<file path="src/rtl/skn_pkg.sv">
// Shared types, codes and helpers for the SPH smoothing kernel pipeline.
// No dependencies.
package skn_pkg;

    localparam int PRE_STAGES = 4;
    localparam int SQRT_CELLS = 32;
    localparam int DIV_CELLS  = 33;
    localparam int MUL_STAGES = 2;
    localparam int LAT = PRE_STAGES + SQRT_CELLS + 1 + DIV_CELLS + 3 * MUL_STAGES + 2;

    localparam logic [2:0] OP_POLY_1D       = 3'd0;
    localparam logic [2:0] OP_SPIKY_GRAD_1D = 3'd1;
    localparam logic [2:0] OP_SPIKY_LAP_1D  = 3'd2;
    localparam logic [2:0] OP_POLY_2D       = 3'd3;
    localparam logic [2:0] OP_SPIKY_GRAD_2D = 3'd4;
    localparam logic [2:0] OP_VISC_LAP_2D   = 3'd5;

    localparam logic [2:0] REG_RADIUS        = 3'd0;
    localparam logic [2:0] REG_POLY_1D       = 3'd1;
    localparam logic [2:0] REG_SPIKY_GRAD_1D = 3'd2;
    localparam logic [2:0] REG_SPIKY_LAP_1D  = 3'd3;
    localparam logic [2:0] REG_POLY_2D       = 3'd4;
    localparam logic [2:0] REG_SPIKY_GRAD_2D = 3'd5;
    localparam logic [2:0] REG_VISC_LAP_2D   = 3'd6;

    localparam logic [47:0] MAX47 = 48'h7FFF_FFFF_FFFF;
    localparam logic [47:0] MIN47 = 48'h8000_0000_0000;

    typedef struct packed {
        logic        big;
        logic [63:0] q;
    } skn_prod_t;

    typedef struct packed {
        logic [63:0] rem;
        logic [63:0] root;
    } skn_sqrt_t;

    typedef struct packed {
        logic [31:0] rem;
        logic [32:0] quo;
        logic [31:0] dvs;
    } skn_div_t;

    typedef struct packed {
        logic [2:0]  op;
        logic        xneg;
        logic        yneg;
        logic        in_sup;
        logic        nz;
        logic [31:0] ax;
        logic [31:0] ay;
        logic [63:0] poly_a;
    } skn_side_t;

    typedef struct packed {
        logic [2:0]  op;
        logic        xneg;
        logic        yneg;
        logic        in_sup;
        logic        nz;
        logic [63:0] poly_a;
        logic [63:0] aux;
        logic [32:0] qx;
        logic [32:0] qy;
        logic [63:0] p1;
    } skn_tail_t;

    typedef struct packed {
        logic neg_a;
        logic neg_b;
        logic keep_a;
        logic keep_b;
        logic in_sup;
    } skn_fin_t;

    function automatic logic [63:0] skn_sat64(input skn_prod_t p);
        return p.big ? 64'hFFFF_FFFF_FFFF_FFFF : p.q;
    endfunction

    function automatic logic [47:0] skn_scale(input skn_prod_t p, input logic neg);
        logic [63:0] nq;
        logic [47:0] res;
        nq = 64'd0 - p.q;
        if (!neg)
        begin
            res = (p.big || (p.q > {16'd0, MAX47})) ? MAX47 : p.q[47:0];
        end
        else
        begin
            res = (p.big || (p.q > {16'd0, MIN47})) ? MIN47 : nq[47:0];
        end
        return res;
    endfunction

endpackage

</file>
<file path="src/rtl/skn_div_cell.sv">
// One step of the restoring divider chain: one quotient bit per cell.
// Depends on skn_pkg.
module skn_div_cell (
    input  logic             clk,
    input  logic             en,
    input  logic             bit_in,
    input  skn_pkg::skn_div_t din,
    output skn_pkg::skn_div_t dout
);
    import skn_pkg::*;

    skn_div_t    cell_reg;
    skn_div_t    cell_next;
    logic [32:0] trial;
    logic [32:0] diff;

    assign trial = {din.rem, bit_in};
    assign diff  = trial - {1'b0, din.dvs};

    always_comb
    begin
        cell_next.dvs = din.dvs;
        if (trial >= {1'b0, din.dvs})
        begin
            cell_next.rem = diff[31:0];
            cell_next.quo = {din.quo[31:0], 1'b1};
        end
        else
        begin
            cell_next.rem = trial[31:0];
            cell_next.quo = {din.quo[31:0], 1'b0};
        end
    end

    always_ff @(posedge clk)
    begin
        if (en)
        begin
            cell_reg <= cell_next;
        end
    end

    assign dout = cell_reg;

endmodule

</file>
<file path="config.mk">
export PLATFORM = sky130hd
export DESIGN_NAME = skn_div_cell
export DESIGN_NICKNAME = d
export VERILOG_FILES = /design/src/rtl/skn_pkg.sv /design/src/rtl/skn_div_cell.sv
export SDC_FILE = /design/constraint.sdc
export NUM_CORES = 1
export LEC_CHECK = 0
export BUFFER_PORTS_ARGS = -buffer_cell sky130_fd_sc_hd__buf_2
export CAP_MARGIN = 5
export CORE_MARGIN = 3
export CORE_UTILIZATION = 38
export CTS_BUF_LIST = sky130_fd_sc_hd__clkbuf_4 sky130_fd_sc_hd__clkbuf_8 sky130_fd_sc_hd__clkbuf_16
export CTS_CLUSTER_SIZE = 14
export DETAILED_ROUTE_END_ITERATION = 7
export PLACE_DENSITY = 0.75
export SLEW_MARGIN = 20
export SYNTH_ARGS = -nofsm -noshare
export SYNTH_HDL_FRONTEND = slang
export SYNTH_SLANG_ARGS = --single-unit
</file>
<file path="constraint.sdc">
create_clock -name clk -period 5.35 [get_ports clk]
set_input_delay 0.8025 -clock clk [delete_from_list [all_inputs] [get_ports clk]]
set_output_delay 0.8025 -clock clk [all_outputs]
set_load 0.02 [all_outputs]
</file>
### After elaboration in Yosys (flattened, before gate mapping)

Index checks and enable logic that the tools add are counted.

| word-level totals | value |
|---|---|
| register bits after elaboration | 97 |
| logic and storage cells | 6 |
| output and inout port bits | 97 |

| operators by class | value |
|---|---|
| $lt $le $gt $ge | 1 |
| add/sub/neg operators | 1 |
| muxes and demuxes | 1 |

Operator list:

| cell | number |
|---|---|
| $mux W65 | 1 |
| $ge A33 B32 Y1 | 1 |
| $sub A32 B32 Y32 | 1 |

### Longest topological paths before layout

| logic depth | value |
|---|---|
| depth after elaboration | 2 |
| depth in mapped cells | 13 |
| depth with buffers taken out | 11 |

### Worst setup path before layout

Ideal clock, no wire load.

| timing | value |
|---|---|
| path kind | input-to-reg |
| start | in din[23] (netlist bit) |
| end | reg cell_reg (netlist bit dout[69]) (data pin) |
| arrival | 2.910 ns |
| buffers on the path | 2 |
| setup slack | 2.179 ns |
| data required time | 5.090 ns |
| cell stages on the path | 11 |
| path through | inv_1 -> ha_1 -> buf_6 -> and3_1 -> o21a_1 -> a311oi_2 -> o21ai_1 -> or3b_1 -> o21a_1 -> buf_6 -> mux2_4 |

RTL lines:

| item | RTL line | source |
|---|---|---|
| start: declaration | skn_div_cell.sv:7 | `input skn_pkg::skn_div_t din,` |
| end signal: assignment | skn_div_cell.sv:39 | `cell_reg <= cell_next;` |
| end: declaration | skn_div_cell.sv:12 | `skn_div_t cell_reg;` |

==> results.ini <==
[outcome]
run_status = finished, final reports clean

[cells_and_area]
synthToLayoutAreaGrowth_pct = 27.1
layout.cells.most_common = buf_2
final_cell_mix = buf_2, edfxtp_1, a21oi_1, inv_1, nor2_1
largest_reg_flops = 97
final_nets = 780
fin_cells = 828
n_antenna_cell = 0
drive_gt1_frac = 0.347

[detailed_routing]
drt-pass1-iter-count = 6
wl_met1_um = 5200
wl_met3_um = 1230
via_count = 4184
wl_per_cell_um = 15.5
highest_layer = met4
wl_met2_um = 6210
ant_nets = 0
vias_per_cell = 5.05
wl_um = 12800
drt_iter0_drc = 248
remaining_drc_errors = 0

[timing]
whs_ns = 0.624
setup_tns_ns = 0
final_max_slew_viol_count = 0
setup_ws_ns = 1.84
finalSetupViolations = 0
maxSlewHeadroom = 0.427
period_minus_slack_ns = 3.51
hold_violations = 0
worstMarginPinSlew_ns = 0.858
fmax_ghz = 0.285
rsz0062_at_grt = no
post-route-period-util = 0.656

[floorplan]
die_h_um = 123
dieWidth_um = 123
coreArea_um2 = 13300
start_util = 0.393
die_area_um2 = 15200
rows = 42
io_pins = 197

[pwr]
p_sw_frac = 0.289
p_int_w = 0.00156
power.density_nw_per_um2 = 329
p_switching_w = 0.000634
power_frac_clock = 0.312
p_leak_nw = 2.99
total_power_w = 0.00219
irDropWorstVdd_uv = 135
seq_power_share = 0.436
power_frac_comb = 0.252

[place]
place_ws_ns = 1.53
gp_congestion = 0.934
hpwlAfterDp_um = 9980
place.port_buffers = 195
dp_cells = 812

[synth]
synthArstFlopShare = 0
yosysSeqAreaShare = 0.556
synth_edf_count = 97
yosys_warnings = 0
synthFlopType = edfxtp_1
syn_avg_cell_area_um2 = 11.5
yosysUniqueCellTypes = 49
ys_ff_latch = 97
syn_inst = 456
netlist_area_um2 = 5240
syn-num-nets = 589

[global_routing]
grt_max_degree = 57
grt_antenna_before_repair = 0
grt_pass1_vias = 4051
grt_first_pass_wirelength_um = 19300
grt.total_usage = 0.164
overflow = 0

[clocking]
ctsResizeCount = 0
root_buffer = clkbuf_16
cts_max_level = 3
cts_made_buffers = 9
clock_sinks = 97
ctsLongestPathBuffers = 2
cts_tree = done
post-cts-setup-buffers = 0
clk_pin_slew_ns = 0.07
cts_hold_buf = 0

[job]
max_cap_violations = 0

[critical_path]
startpoint = din[2]
required_ns = 5.45
end_kind = flop
cp.arrival_ns = 3.61
path_class = input port to flop
critPathLaunchType = input port
cp_max_fo = 56

[hold_path]
hold_path.class = input port to flop
min_from = din[55]

[worst max-delay path: stages]
cell       delay [ns]
buf_2            0.10
inv_1            0.05
ha_1             0.38
o21ai_0          0.10
a21oi_1          0.37
a2111oi_0        0.18
nor2_1           0.37
a21o_1           0.22
o21a_2           0.13
buf_4            0.51
o21ai_0          0.21
o21a_1           0.15
[through the flow]
step                utilization  area [um2]
floorplan                     -        5240
global placement          0.475        6340
detailed placement        0.475        6340
CTS                       0.499        6660
global route              0.499        6660
finish                    0.499        6660
[per-layer routing]
| metal | global-route usage | up-vias |
|---|---|---|
| met5 | 0 | - |
| met4 | 0.0533 | 0 |
| met3 | 0.0572 | 15 |
| met2 | 0.286 | 192 |
| met1 | 0.187 | 1931 |
| li1 | - | 2046 |
[synth_stat cells (all sizes together) (2+ instances only)]
cell type  count  share of area
o211ai         2         0.0029
o21bai         5         0.0072
mux2i          2         0.0038
nand3          8         0.0076
or3            2         0.0024
inv           46          0.033
a31oi          2         0.0024
buf           11          0.017
o31ai          7          0.010
and3           2         0.0024
nand4b         2         0.0033
mux2           8          0.023
edfxtp        97           0.56
a21o           8          0.011
nand2b         7         0.0084
nor2          37          0.027
and2           3         0.0036
xnor2         16          0.027
nor3           3         0.0029
a31o           2         0.0033
or2            2         0.0024
a2111oi        4         0.0069
ha            32          0.076
xor2          10          0.017
nor4b          2         0.0033
a211oi         3         0.0043
o21ai         21          0.020
a21oi         55          0.053
nor2b          2         0.0024
nand2         24          0.017
o21a           6         0.0086
clkbuf         6         0.0043
nand4          8         0.0096
[power by group through the flow]
stage | logic, W | registers (W) | clock network [W]
2_1_floorplan | 0.000259 | 0.00108 | 0
3_3_place_gp | 0.000539 | 0.000970 | 0
3_5_place_dp | 0.000550 | 0.000972 | 0
4_1_cts | 0.000555 | 0.000957 | 0.000699
5_1_grt | 0.000604 | 0.000963 | 0.000734
6_report | 0.000553 | 0.000956 | 0.000684
[cells by family after synthesis]
| group | Yosys count | share of synthesized area |
|---|---|---|
| compound gates | 120 | 0.140 |
| xor+xnor | 26 | 0.0435 |
| fa+ha+maj | 33 | 0.0802 |
| buf+inv | 63 | 0.0542 |
| flops | 97 | 0.556 |
| mux | 10 | 0.0267 |
| simple gates | 107 | 0.0998 |
[final timing paths]
check / end / slack [ns] / cells past startpoint
worst max-delay path: dout[68] / 1.84 / 12
worst min-delay path: dout[56] / 0.62 / 1
[final cells by class]
cell class / count / area [um2]
tap: 176 / 220
clock inverter: 7 / 92.6
fill: 1199 / 6690
sequential: 97 / 2910
timing repair buffer: 197 / 993
inverter: 46 / 173
clock buffer: 9 / 225
multi-input combinational: 296 / 2040
Note: power is estimated with default switching activity, not from simulation.
