===== src/rtl/skn_pkg.sv =====
// Shared types, codes and helpers for the SPH smoothing kernel pipeline.
// No dependencies.
package skn_pkg;

    localparam int PRE_STAGES = 4;
    localparam int SQRT_CELLS = 32;
    localparam int DIV_CELLS  = 33;
    localparam int MUL_STAGES = 2;
    localparam int LAT = PRE_STAGES + SQRT_CELLS + 1 + DIV_CELLS + 3 * MUL_STAGES + 2;

    localparam logic [2:0] OP_POLY_1D       = 3'd0;
    localparam logic [2:0] OP_SPIKY_GRAD_1D = 3'd1;
    localparam logic [2:0] OP_SPIKY_LAP_1D  = 3'd2;
    localparam logic [2:0] OP_POLY_2D       = 3'd3;
    localparam logic [2:0] OP_SPIKY_GRAD_2D = 3'd4;
    localparam logic [2:0] OP_VISC_LAP_2D   = 3'd5;

    localparam logic [2:0] REG_RADIUS        = 3'd0;
    localparam logic [2:0] REG_POLY_1D       = 3'd1;
    localparam logic [2:0] REG_SPIKY_GRAD_1D = 3'd2;
    localparam logic [2:0] REG_SPIKY_LAP_1D  = 3'd3;
    localparam logic [2:0] REG_POLY_2D       = 3'd4;
    localparam logic [2:0] REG_SPIKY_GRAD_2D = 3'd5;
    localparam logic [2:0] REG_VISC_LAP_2D   = 3'd6;

    localparam logic [47:0] MAX47 = 48'h7FFF_FFFF_FFFF;
    localparam logic [47:0] MIN47 = 48'h8000_0000_0000;

    typedef struct packed {
        logic        big;
        logic [63:0] q;
    } skn_prod_t;

    typedef struct packed {
        logic [63:0] rem;
        logic [63:0] root;
    } skn_sqrt_t;

    typedef struct packed {
        logic [31:0] rem;
        logic [32:0] quo;
        logic [31:0] dvs;
    } skn_div_t;

    typedef struct packed {
        logic [2:0]  op;
        logic        xneg;
        logic        yneg;
        logic        in_sup;
        logic        nz;
        logic [31:0] ax;
        logic [31:0] ay;
        logic [63:0] poly_a;
    } skn_side_t;

    typedef struct packed {
        logic [2:0]  op;
        logic        xneg;
        logic        yneg;
        logic        in_sup;
        logic        nz;
        logic [63:0] poly_a;
        logic [63:0] aux;
        logic [32:0] qx;
        logic [32:0] qy;
        logic [63:0] p1;
    } skn_tail_t;

    typedef struct packed {
        logic neg_a;
        logic neg_b;
        logic keep_a;
        logic keep_b;
        logic in_sup;
    } skn_fin_t;

    function automatic logic [63:0] skn_sat64(input skn_prod_t p);
        return p.big ? 64'hFFFF_FFFF_FFFF_FFFF : p.q;
    endfunction

    function automatic logic [47:0] skn_scale(input skn_prod_t p, input logic neg);
        logic [63:0] nq;
        logic [47:0] res;
        nq = 64'd0 - p.q;
        if (!neg)
        begin
            res = (p.big || (p.q > {16'd0, MAX47})) ? MAX47 : p.q[47:0];
        end
        else
        begin
            res = (p.big || (p.q > {16'd0, MIN47})) ? MIN47 : nq[47:0];
        end
        return res;
    endfunction

endpackage


===== src/rtl/skn_sqrt_cell.sv =====
// One step of the integer square root chain: one root bit per cell.
// Depends on skn_pkg.
module skn_sqrt_cell #(
    parameter int STEP = 0
) (
    input  logic              clk,
    input  logic              en,
    input  skn_pkg::skn_sqrt_t din,
    output skn_pkg::skn_sqrt_t dout
);
    import skn_pkg::*;

    localparam int BIT_POS = 62 - 2 * STEP;
    localparam logic [63:0] BIT = 64'd1 << BIT_POS;

    skn_sqrt_t   cell_reg;
    skn_sqrt_t   cell_next;
    logic [63:0] trial;

    assign trial = din.root + BIT;

    always_comb
    begin
        if (din.rem >= trial)
        begin
            cell_next.rem  = din.rem - trial;
            cell_next.root = (din.root >> 1) + BIT;
        end
        else
        begin
            cell_next.rem  = din.rem;
            cell_next.root = din.root >> 1;
        end
    end

    always_ff @(posedge clk)
    begin
        if (en)
        begin
            cell_reg <= cell_next;
        end
    end

    assign dout = cell_reg;

endmodule


===== config.mk =====
export PLATFORM = sky130hd
export DESIGN_NAME = skn_sqrt_cell
export DESIGN_NICKNAME = d
export VERILOG_FILES = /design/src/rtl/skn_pkg.sv /design/src/rtl/skn_sqrt_cell.sv
export SDC_FILE = /design/constraint.sdc
export NUM_CORES = 1
export LEC_CHECK = 0
export BUFFER_PORTS_ARGS = -buffer_cell sky130_fd_sc_hd__buf_4
export CORE_MARGIN = 5
export CORE_UTILIZATION = 52
export DETAILED_ROUTE_END_ITERATION = 10
export PLACE_DENSITY = 0.8
export SYNTH_ARGS = -nofsm -noshare
export SYNTH_HDL_FRONTEND = slang
export SYNTH_SLANG_ARGS = --single-unit

===== constraint.sdc =====
create_clock -name clk -period 5.4 [get_ports clk]
set_clock_uncertainty 0.15 [all_clocks]
set_input_delay 1.08 -clock clk [delete_from_list [all_inputs] [get_ports clk]]
set_output_delay 1.08 -clock clk [all_outputs]
set_load 0.03 [all_outputs]

# --- After elaboration in Yosys (flattened, before gate mapping) ---
# Index checks and enable logic that the tools add are counted.
totals:
  register_bits: 128
  latch_bits: 0
  ramBits: 0
  rom_bits: 0
  input_bits: 130
  out_inout_bits: 128
  memories: 0
op_classes:
  add_sub_neg: 3
  multipliers: 0
  div: 0
  n_lt_le_gt_ge: 1
  eq_ne: 0
  n_shift: 0
  n_mux: 1
  n_bitwise: 0
  reduce_logical: 0
ops:
  columns: ["cell", "count"]
  rows:
  - ["two-way mux 128 bit", 1]
  - ["adder 63 x 63 -> 64 bit (second input constant)", 1]
  - ["adder 64 x 63 -> 64 bit (second input constant)", 1]
  - [">= comparator 64 bit", 1]
  - ["subtractor 64 bit", 1]

# --- Depth between registers and ports, before layout ---
# Gate-level depths: netlist (run 1).
depth:
  depth_word: 3
  depth_mapped: 14
  mapped_depth_nobuf: 13

# --- Worst setup path before layout (run 1) ---
# Ideal clock, no wire load.
synth_timing:
  path_type: "in2reg"
  start: "input din[16] (netlist name)"
  end: "register cell_reg, in the netlist dout[124] (data pin)"
  t_arrival_ns: 3.686
  t_required_ns: 4.993
  setup_slack_ns: 1.307
  cell_stages: 12
  path_buffers: 0
  path_cell_list: "inv_1 ha_1 and2_1 nand3_1 or3_1 a41o_1 nor3_2 o21ai_1 o41ai_4 or4b_1 a21oi_1 nor3_1"
synth_rtl:
  columns: ["element", "line", "text"]
  rows:
  - ["from (decl)", "skn_sqrt_cell.sv:8", "input skn_pkg::skn_sqrt_t din,"]
  - ["to (signal assigned)", "skn_sqrt_cell.sv:40", "cell_reg <= cell_next;"]
  - ["to (decl)", "skn_sqrt_cell.sv:16", "skn_sqrt_t cell_reg;"]

==> impl_metrics.toml, run 1 <==
[final_layout]
drive_gt1_share_pct = 27.1
fin_nets = 1324
fill_cells = 1263
fin_cells = 1362
largest_reg_flops = 128
area_delta_synth_final_pct = 30.6
antennaDiodeCount = 0
utilization_pct = 68.5

[yosys]
ys.flop_type = "edfxtp_1"
yosysSeqAreaShare_pct = 44.6
post-synth-top-area-cell = "edfxtp_1"
syn_nets = 1080
synthDominantCellAreaShare_pct = 44.6
synth_seq_cells = 128
syn_avg_cell_area_sq_um = 9.73
syn_inst = 885
netlist_area_sq_mm = 0.00861
synth_edf_count = 128
yosysMostFrequentCell = "edfxtp_1"
ys_top_cells_by_count = "128 x edfxtp_1, 111 x a21oi_1, 82 x nor2_1, 78 x inv_1, 64 x ha_1"
ys_warn_count = 0
ys_types = 58
async_flop_share_pct = 0
ys_top_cells_by_area = "edfxtp_1 45%, ha_1 9.3%, a21oi_1 6.5%"

[global_route]
grt_pass1_wl_um = 37500
overflow = 0
grt_usage_pct = 23.9
grt_pass1_vias = 7188
grt_max_degree = 97
antenna_found_initial = 0

[clock_tree]
postCtsSetupBuffers = 0
clock-root-buffer = "clkbuf_16"
cts_buffers = 17
cts_buffer_depth = 2
cts_max_level = 4
cts_sinks = 128
cts_hold_buf = 0
path_clk_slew_ps = 60
cts_tree = "yes"
cts.repair.resized = 0

[sta]
setup_viol_count_final = 0
post-route-period-util_pct = 81.2
drv_slew = 0
rsz0062_at_grt = "false"
tightest_slew_ps = 875
min_period_ps = 4380
timing.fmax_mhz = 228
hold_viol = 0
timing.hold.ws_ps = 688
max_slew_margin_pct = 41.7
fin_tns_setup_ps = 0

[min_path]
hold_path_depth = 1
min_from = "din[8]"
hold_class = "primary input to flop"
hold_end = "dout[7]"

[power]
p_switching_uw = 1170
switching_share_pct = 33.5
p_per_area_mw_per_mm2 = 312
power.share.sequential_pct = 36.4
vdd_drop_max_uv = 222
p_int_uw = 2330
p_leak_uw = 0.00514
pwr-share-comb_pct = 33.3
clkPwrFrac_pct = 30.3

[job]
drv_cap = 0

[setup_path]
cp.required_ps = 5530
cpPeakStageDelay_ps = 710
slowest_stage = "o41ai_1"
end_kind = "flop"
cp.arrival_ps = 4510
cp_cell_sequence = "buf_4, inv_1, ha_1, o211ai_1, a21oi_1, o41ai_1, nor4bb_1, nor3_2, o21ai_1, o41ai_4, buf_12, nor4b_1, a311o_1, nor2_1"
setup.worst_path.start_class = "primary input"
path_class = "primary input to flop"
cp_max_fo = 81

[floorplan]
fp.dieArea_sq_mm = 0.0192
die_height_um = 139
start_util_pct = 52.5
die_width_um = 139
num_rows = 47
core_sq_mm = 0.0164
design.portCount = 258

[detailed_routing]
avgRoutedWirePerCell_um = 17.4
drc = 0
drt-met1-wl_um = 10100
via_per_inst = 5.53
routed-wl-met3_um = 1870
vias = 7538
dr_wl_met2_um = 11200
antenna_left = 0
dr.pass1.iters = 5
wl_um = 23700
drtIter0Drc = 580
top_layer_used = "met4"

[placed_design]
io_buffers = 257
place_congestion = 0.914
post-dp-hpwl_um = 18200
place_inst = 1330

[run_status]
outcome = "finished clean"
==> cell type report <==
cell class                 count  area, sq um  area share, %
multi-input combinational    642         4320           38.4
sequential                   128         3840           34.2
timing repair buffer         262         1980           17.6
clock buffer                  20          437           3.88
inverter                      78          293           2.60
tap                          220          275           2.45
clock inverter                12         95.1          0.846
==> cells by family (layout without fill, tap and decap cells) <==
kind of cell             count (synthesis)  count (layout)  synth area share (%)
AO/OA/AOI/OAI                          272             272                  19.8
AND/OR/NAND/NOR                        234             234                  13.2
flip-flops                             128             128                  44.6
buffers and inverters                  115             372                  5.19
adder cells (fa/ha/maj)                 65              65                  9.53
XOR/XNOR                                56              56                  5.70
multiplexers                            15              15                  1.95
==> per-stage QoR <==
step	instance area, sq um	worst slack (ps)	total power, uW
after CTS	11200	1050	3510
final	11200	1020	3500
after detailed placement	10700	640	2450
after global placement	10700	815	2440
after global routing	11200	773	3670
after floorplan	8610	1310	2040
==> metal layers <==
layer	global-route usage (%)	vias to the layer above
met5	0	-
met4	8.44	0
met3	6.59	44
met2	38.6	290
met1	31.1	3492
li1	-	3712
==> how the worst max path moves through the flow <==
stage	slack (ps)	endpoint	from
floorplan	1310	dout[124]	din[16]
global placement	820	dout[125]	din[3]
detailed placement	640	dout[125]	din[3]
CTS	1050	dout[125]	din[3]
global route	770	dout[125]	din[3]
finish	1020	dout[125]	din[3]
==> power by group through the flow <==
stage	sequential [uW]	clock [uW]	combinational, uW
floorplan	1530	0	510
CTS	1280	1070	1170
global placement	1290	0	1150
global route	1280	1130	1260
finish	1280	1060	1170
detailed placement	1300	0	1160
==> critical path, delay by kind of cell <==
family | cells | cell delay, ps
compound gates | 6 | 1740
simple gates | 4 | 890
buf+inv | 3 | 390
fa+ha+maj | 1 | 380
==> cell usage in the layout (no fill, tap or decap), types with 10 or more instances in the layout <==
cell,Yosys,routed
edfxtp_1,128,128
ha_1,64,64
nor2b_1,10,10
nand2_1,52,52
nand4_1,18,18
o21ai_0,40,40
and3_1,13,13
a21o_1,49,49
nor3_1,11,11
mux2_2,10,10
and2_1,10,10
xnor2_1,36,36
clkbuf_16,0,17
nand3_1,14,14
inv_1,78,78
xor2_1,20,20
buf_4,0,260
o21bai_1,11,11
a21oi_1,111,111
nor2_1,82,82
Note: power is estimated with default switching activity, not from simulation.
==> inputs of run 2 (changes only) <==
- clock period: 5.4 -> 4.4 ns (I/O delays scaled with it)
==> run 2 against run 1 <==
Against the previous run: via count rose by 2.7%; critical path depth grew 2; cell area grew 1.8%; wire length increased by 1.7%; clock power rose by 28%; clock-buffer cell count unchanged; sequential power up 23%; utilization rose by 1.2 points; critical endpoint unchanged.
==> impl_metrics.toml, run 2 (synthesis gave the netlist of run 1 again) <==
[min_path]
hold_class = "primary input to flop"
hold_end = "dout[22]"
hold_path_depth = 1
min_from = "din[23]"

[clock_tree]
cts_max_level = 4
cts_sinks = 128
clock-root-buffer = "clkbuf_16"
cts_hold_buf = 0
cts_buffer_depth = 2
path_clk_slew_ps = 60
postCtsSetupBuffers = 0
cts.repair.resized = 0
cts_tree = "yes"
cts_buffers = 17

[final_layout]
layout_common_cells = "281 x buf_4, 128 x edfxtp_1, 111 x a21oi_1"
antennaDiodeCount = 0
largest_reg_flops = 128
drive_gt1_share_pct = 28.4
fin_cells = 1384
final_common_cell = "buf_4"
fin_nets = 1346
area_delta_synth_final_pct = 33.0
utilization_pct = 69.8

[power]
p_switching_uw = 1450
p_int_uw = 2940
power.share.sequential_pct = 35.6
switching_share_pct = 33.0
clkPwrFrac_pct = 30.9
p_leak_uw = 0.00526
pwr-share-comb_pct = 33.5
p_per_area_mw_per_mm2 = 384
vdd_drop_max_uv = 260

[detailed_routing]
avgRoutedWirePerCell_um = 17.4
antenna_left = 0
drtIter0Drc = 438
via_per_inst = 5.59
wl_um = 24100
dr.pass1.iters = 7
drc = 0
vias = 7738

[sta]
post-route-period-util_pct = 92.2
timing.fmax_mhz = 246
setup_viol_count_final = 0
max_slew_margin_pct = 47.6
timing.hold.ws_ps = 491
rsz0062_at_grt = "false"
fin_ws_ps = 341
drv_slew = 0
tightest_slew_ps = 786
fin_tns_setup_ps = 0
hold_viol = 0
min_period_ps = 4060

[placed_design]
place_congestion = 0.907
io_buffers = 257
post-dp-hpwl_um = 18500
place_inst = 1352
pre_cts_ws_ps = -108

[global_route]
grt_max_degree = 83
grt_usage_pct = 24.3
antenna_found_initial = 0
grt_pass1_vias = 7586
grt_pass1_wl_um = 38300
overflow = 0

[setup_path]
slowest_stage = "o41ai_1"
critPathTopFamily = "compound AO/OA/AOI/OAI gates"
cp.required_ps = 4540
cp_max_fo = 17
setup.worst_path.start_class = "primary input"
cpPeakStageDelay_ps = 610
cp.arrival_ps = 4190
end_kind = "flop"
cp_cell_sequence = "buf_4, inv_1, ha_1, fa_1, nand2b_1, a21oi_1, o41ai_1, nor4bb_1, nor3_2, o21ai_1, o41ai_4, buf_4, buf_4, and3_1, a311o_1, nor2_1"
crit_cells = 16
path_class = "primary input to flop"
path_buf_inv = 4
crit_top_cell = "buf_4"

[floorplan]
core_sq_mm = 0.0164
die_width_um = 139
fp.dieArea_sq_mm = 0.0192
design.portCount = 258
die_height_um = 139
start_util_pct = 52.5
num_rows = 47

[job]
drv_cap = 0

[run_status]
outcome = "finished clean"
-- run 2: cell type report --
type / count / area, sq um
Clock buffer: 20 / 437
Sequential cell: 128 / 3840
Timing Repair Buffer: 284 / 2160
Clock inverter: 12 / 119
Tap cell: 220 / 275
Fill cell: 1248 / 4960
Multi-Input combinational cell: 642 / 4320
Inverter: 78 / 293
-- run 2: worst max-delay path by stage --
stage	to	slack [ps]	start
final	dout[125]	340	din[64]
after global routing	dout[125]	50	din[64]
after CTS	dout[125]	350	din[64]
after detailed placement	dout[125]	-110	din[64]
after global placement	dout[125]	60	din[3]
after floorplan	dout[124]	510	din[16]
-- run 2: stage by stage --
| stage | cell area (sq um) | total power [uW] |
|---|---|---|
| floorplan | 8610 | 2510 |
| global placement | 10900 | 3020 |
| detailed placement | 10900 | 3050 |
| CTS | 11400 | 4410 |
| global route | 11400 | 4600 |
| finish | 11400 | 4390 |
-- run 2: per-layer routing --
layer	GRT usage [%]	up-vias	routed length (um)
met5	0	-	0
met3	6.76	44	1920
met4	7.98	0	580
li1	-	3768	-
met2	40.4	341	11400
met1	30.8	3585	10200
-- run 2: power by group through the flow --
stage | combinational, uW | clock [uW] | sequential [uW]
final | 1470 | 1360 | 1570
after global routing | 1580 | 1440 | 1580
after detailed placement | 1460 | 0 | 1590
after floorplan | 626 | 0 | 1880
after global placement | 1440 | 0 | 1590
after CTS | 1470 | 1370 | 1570
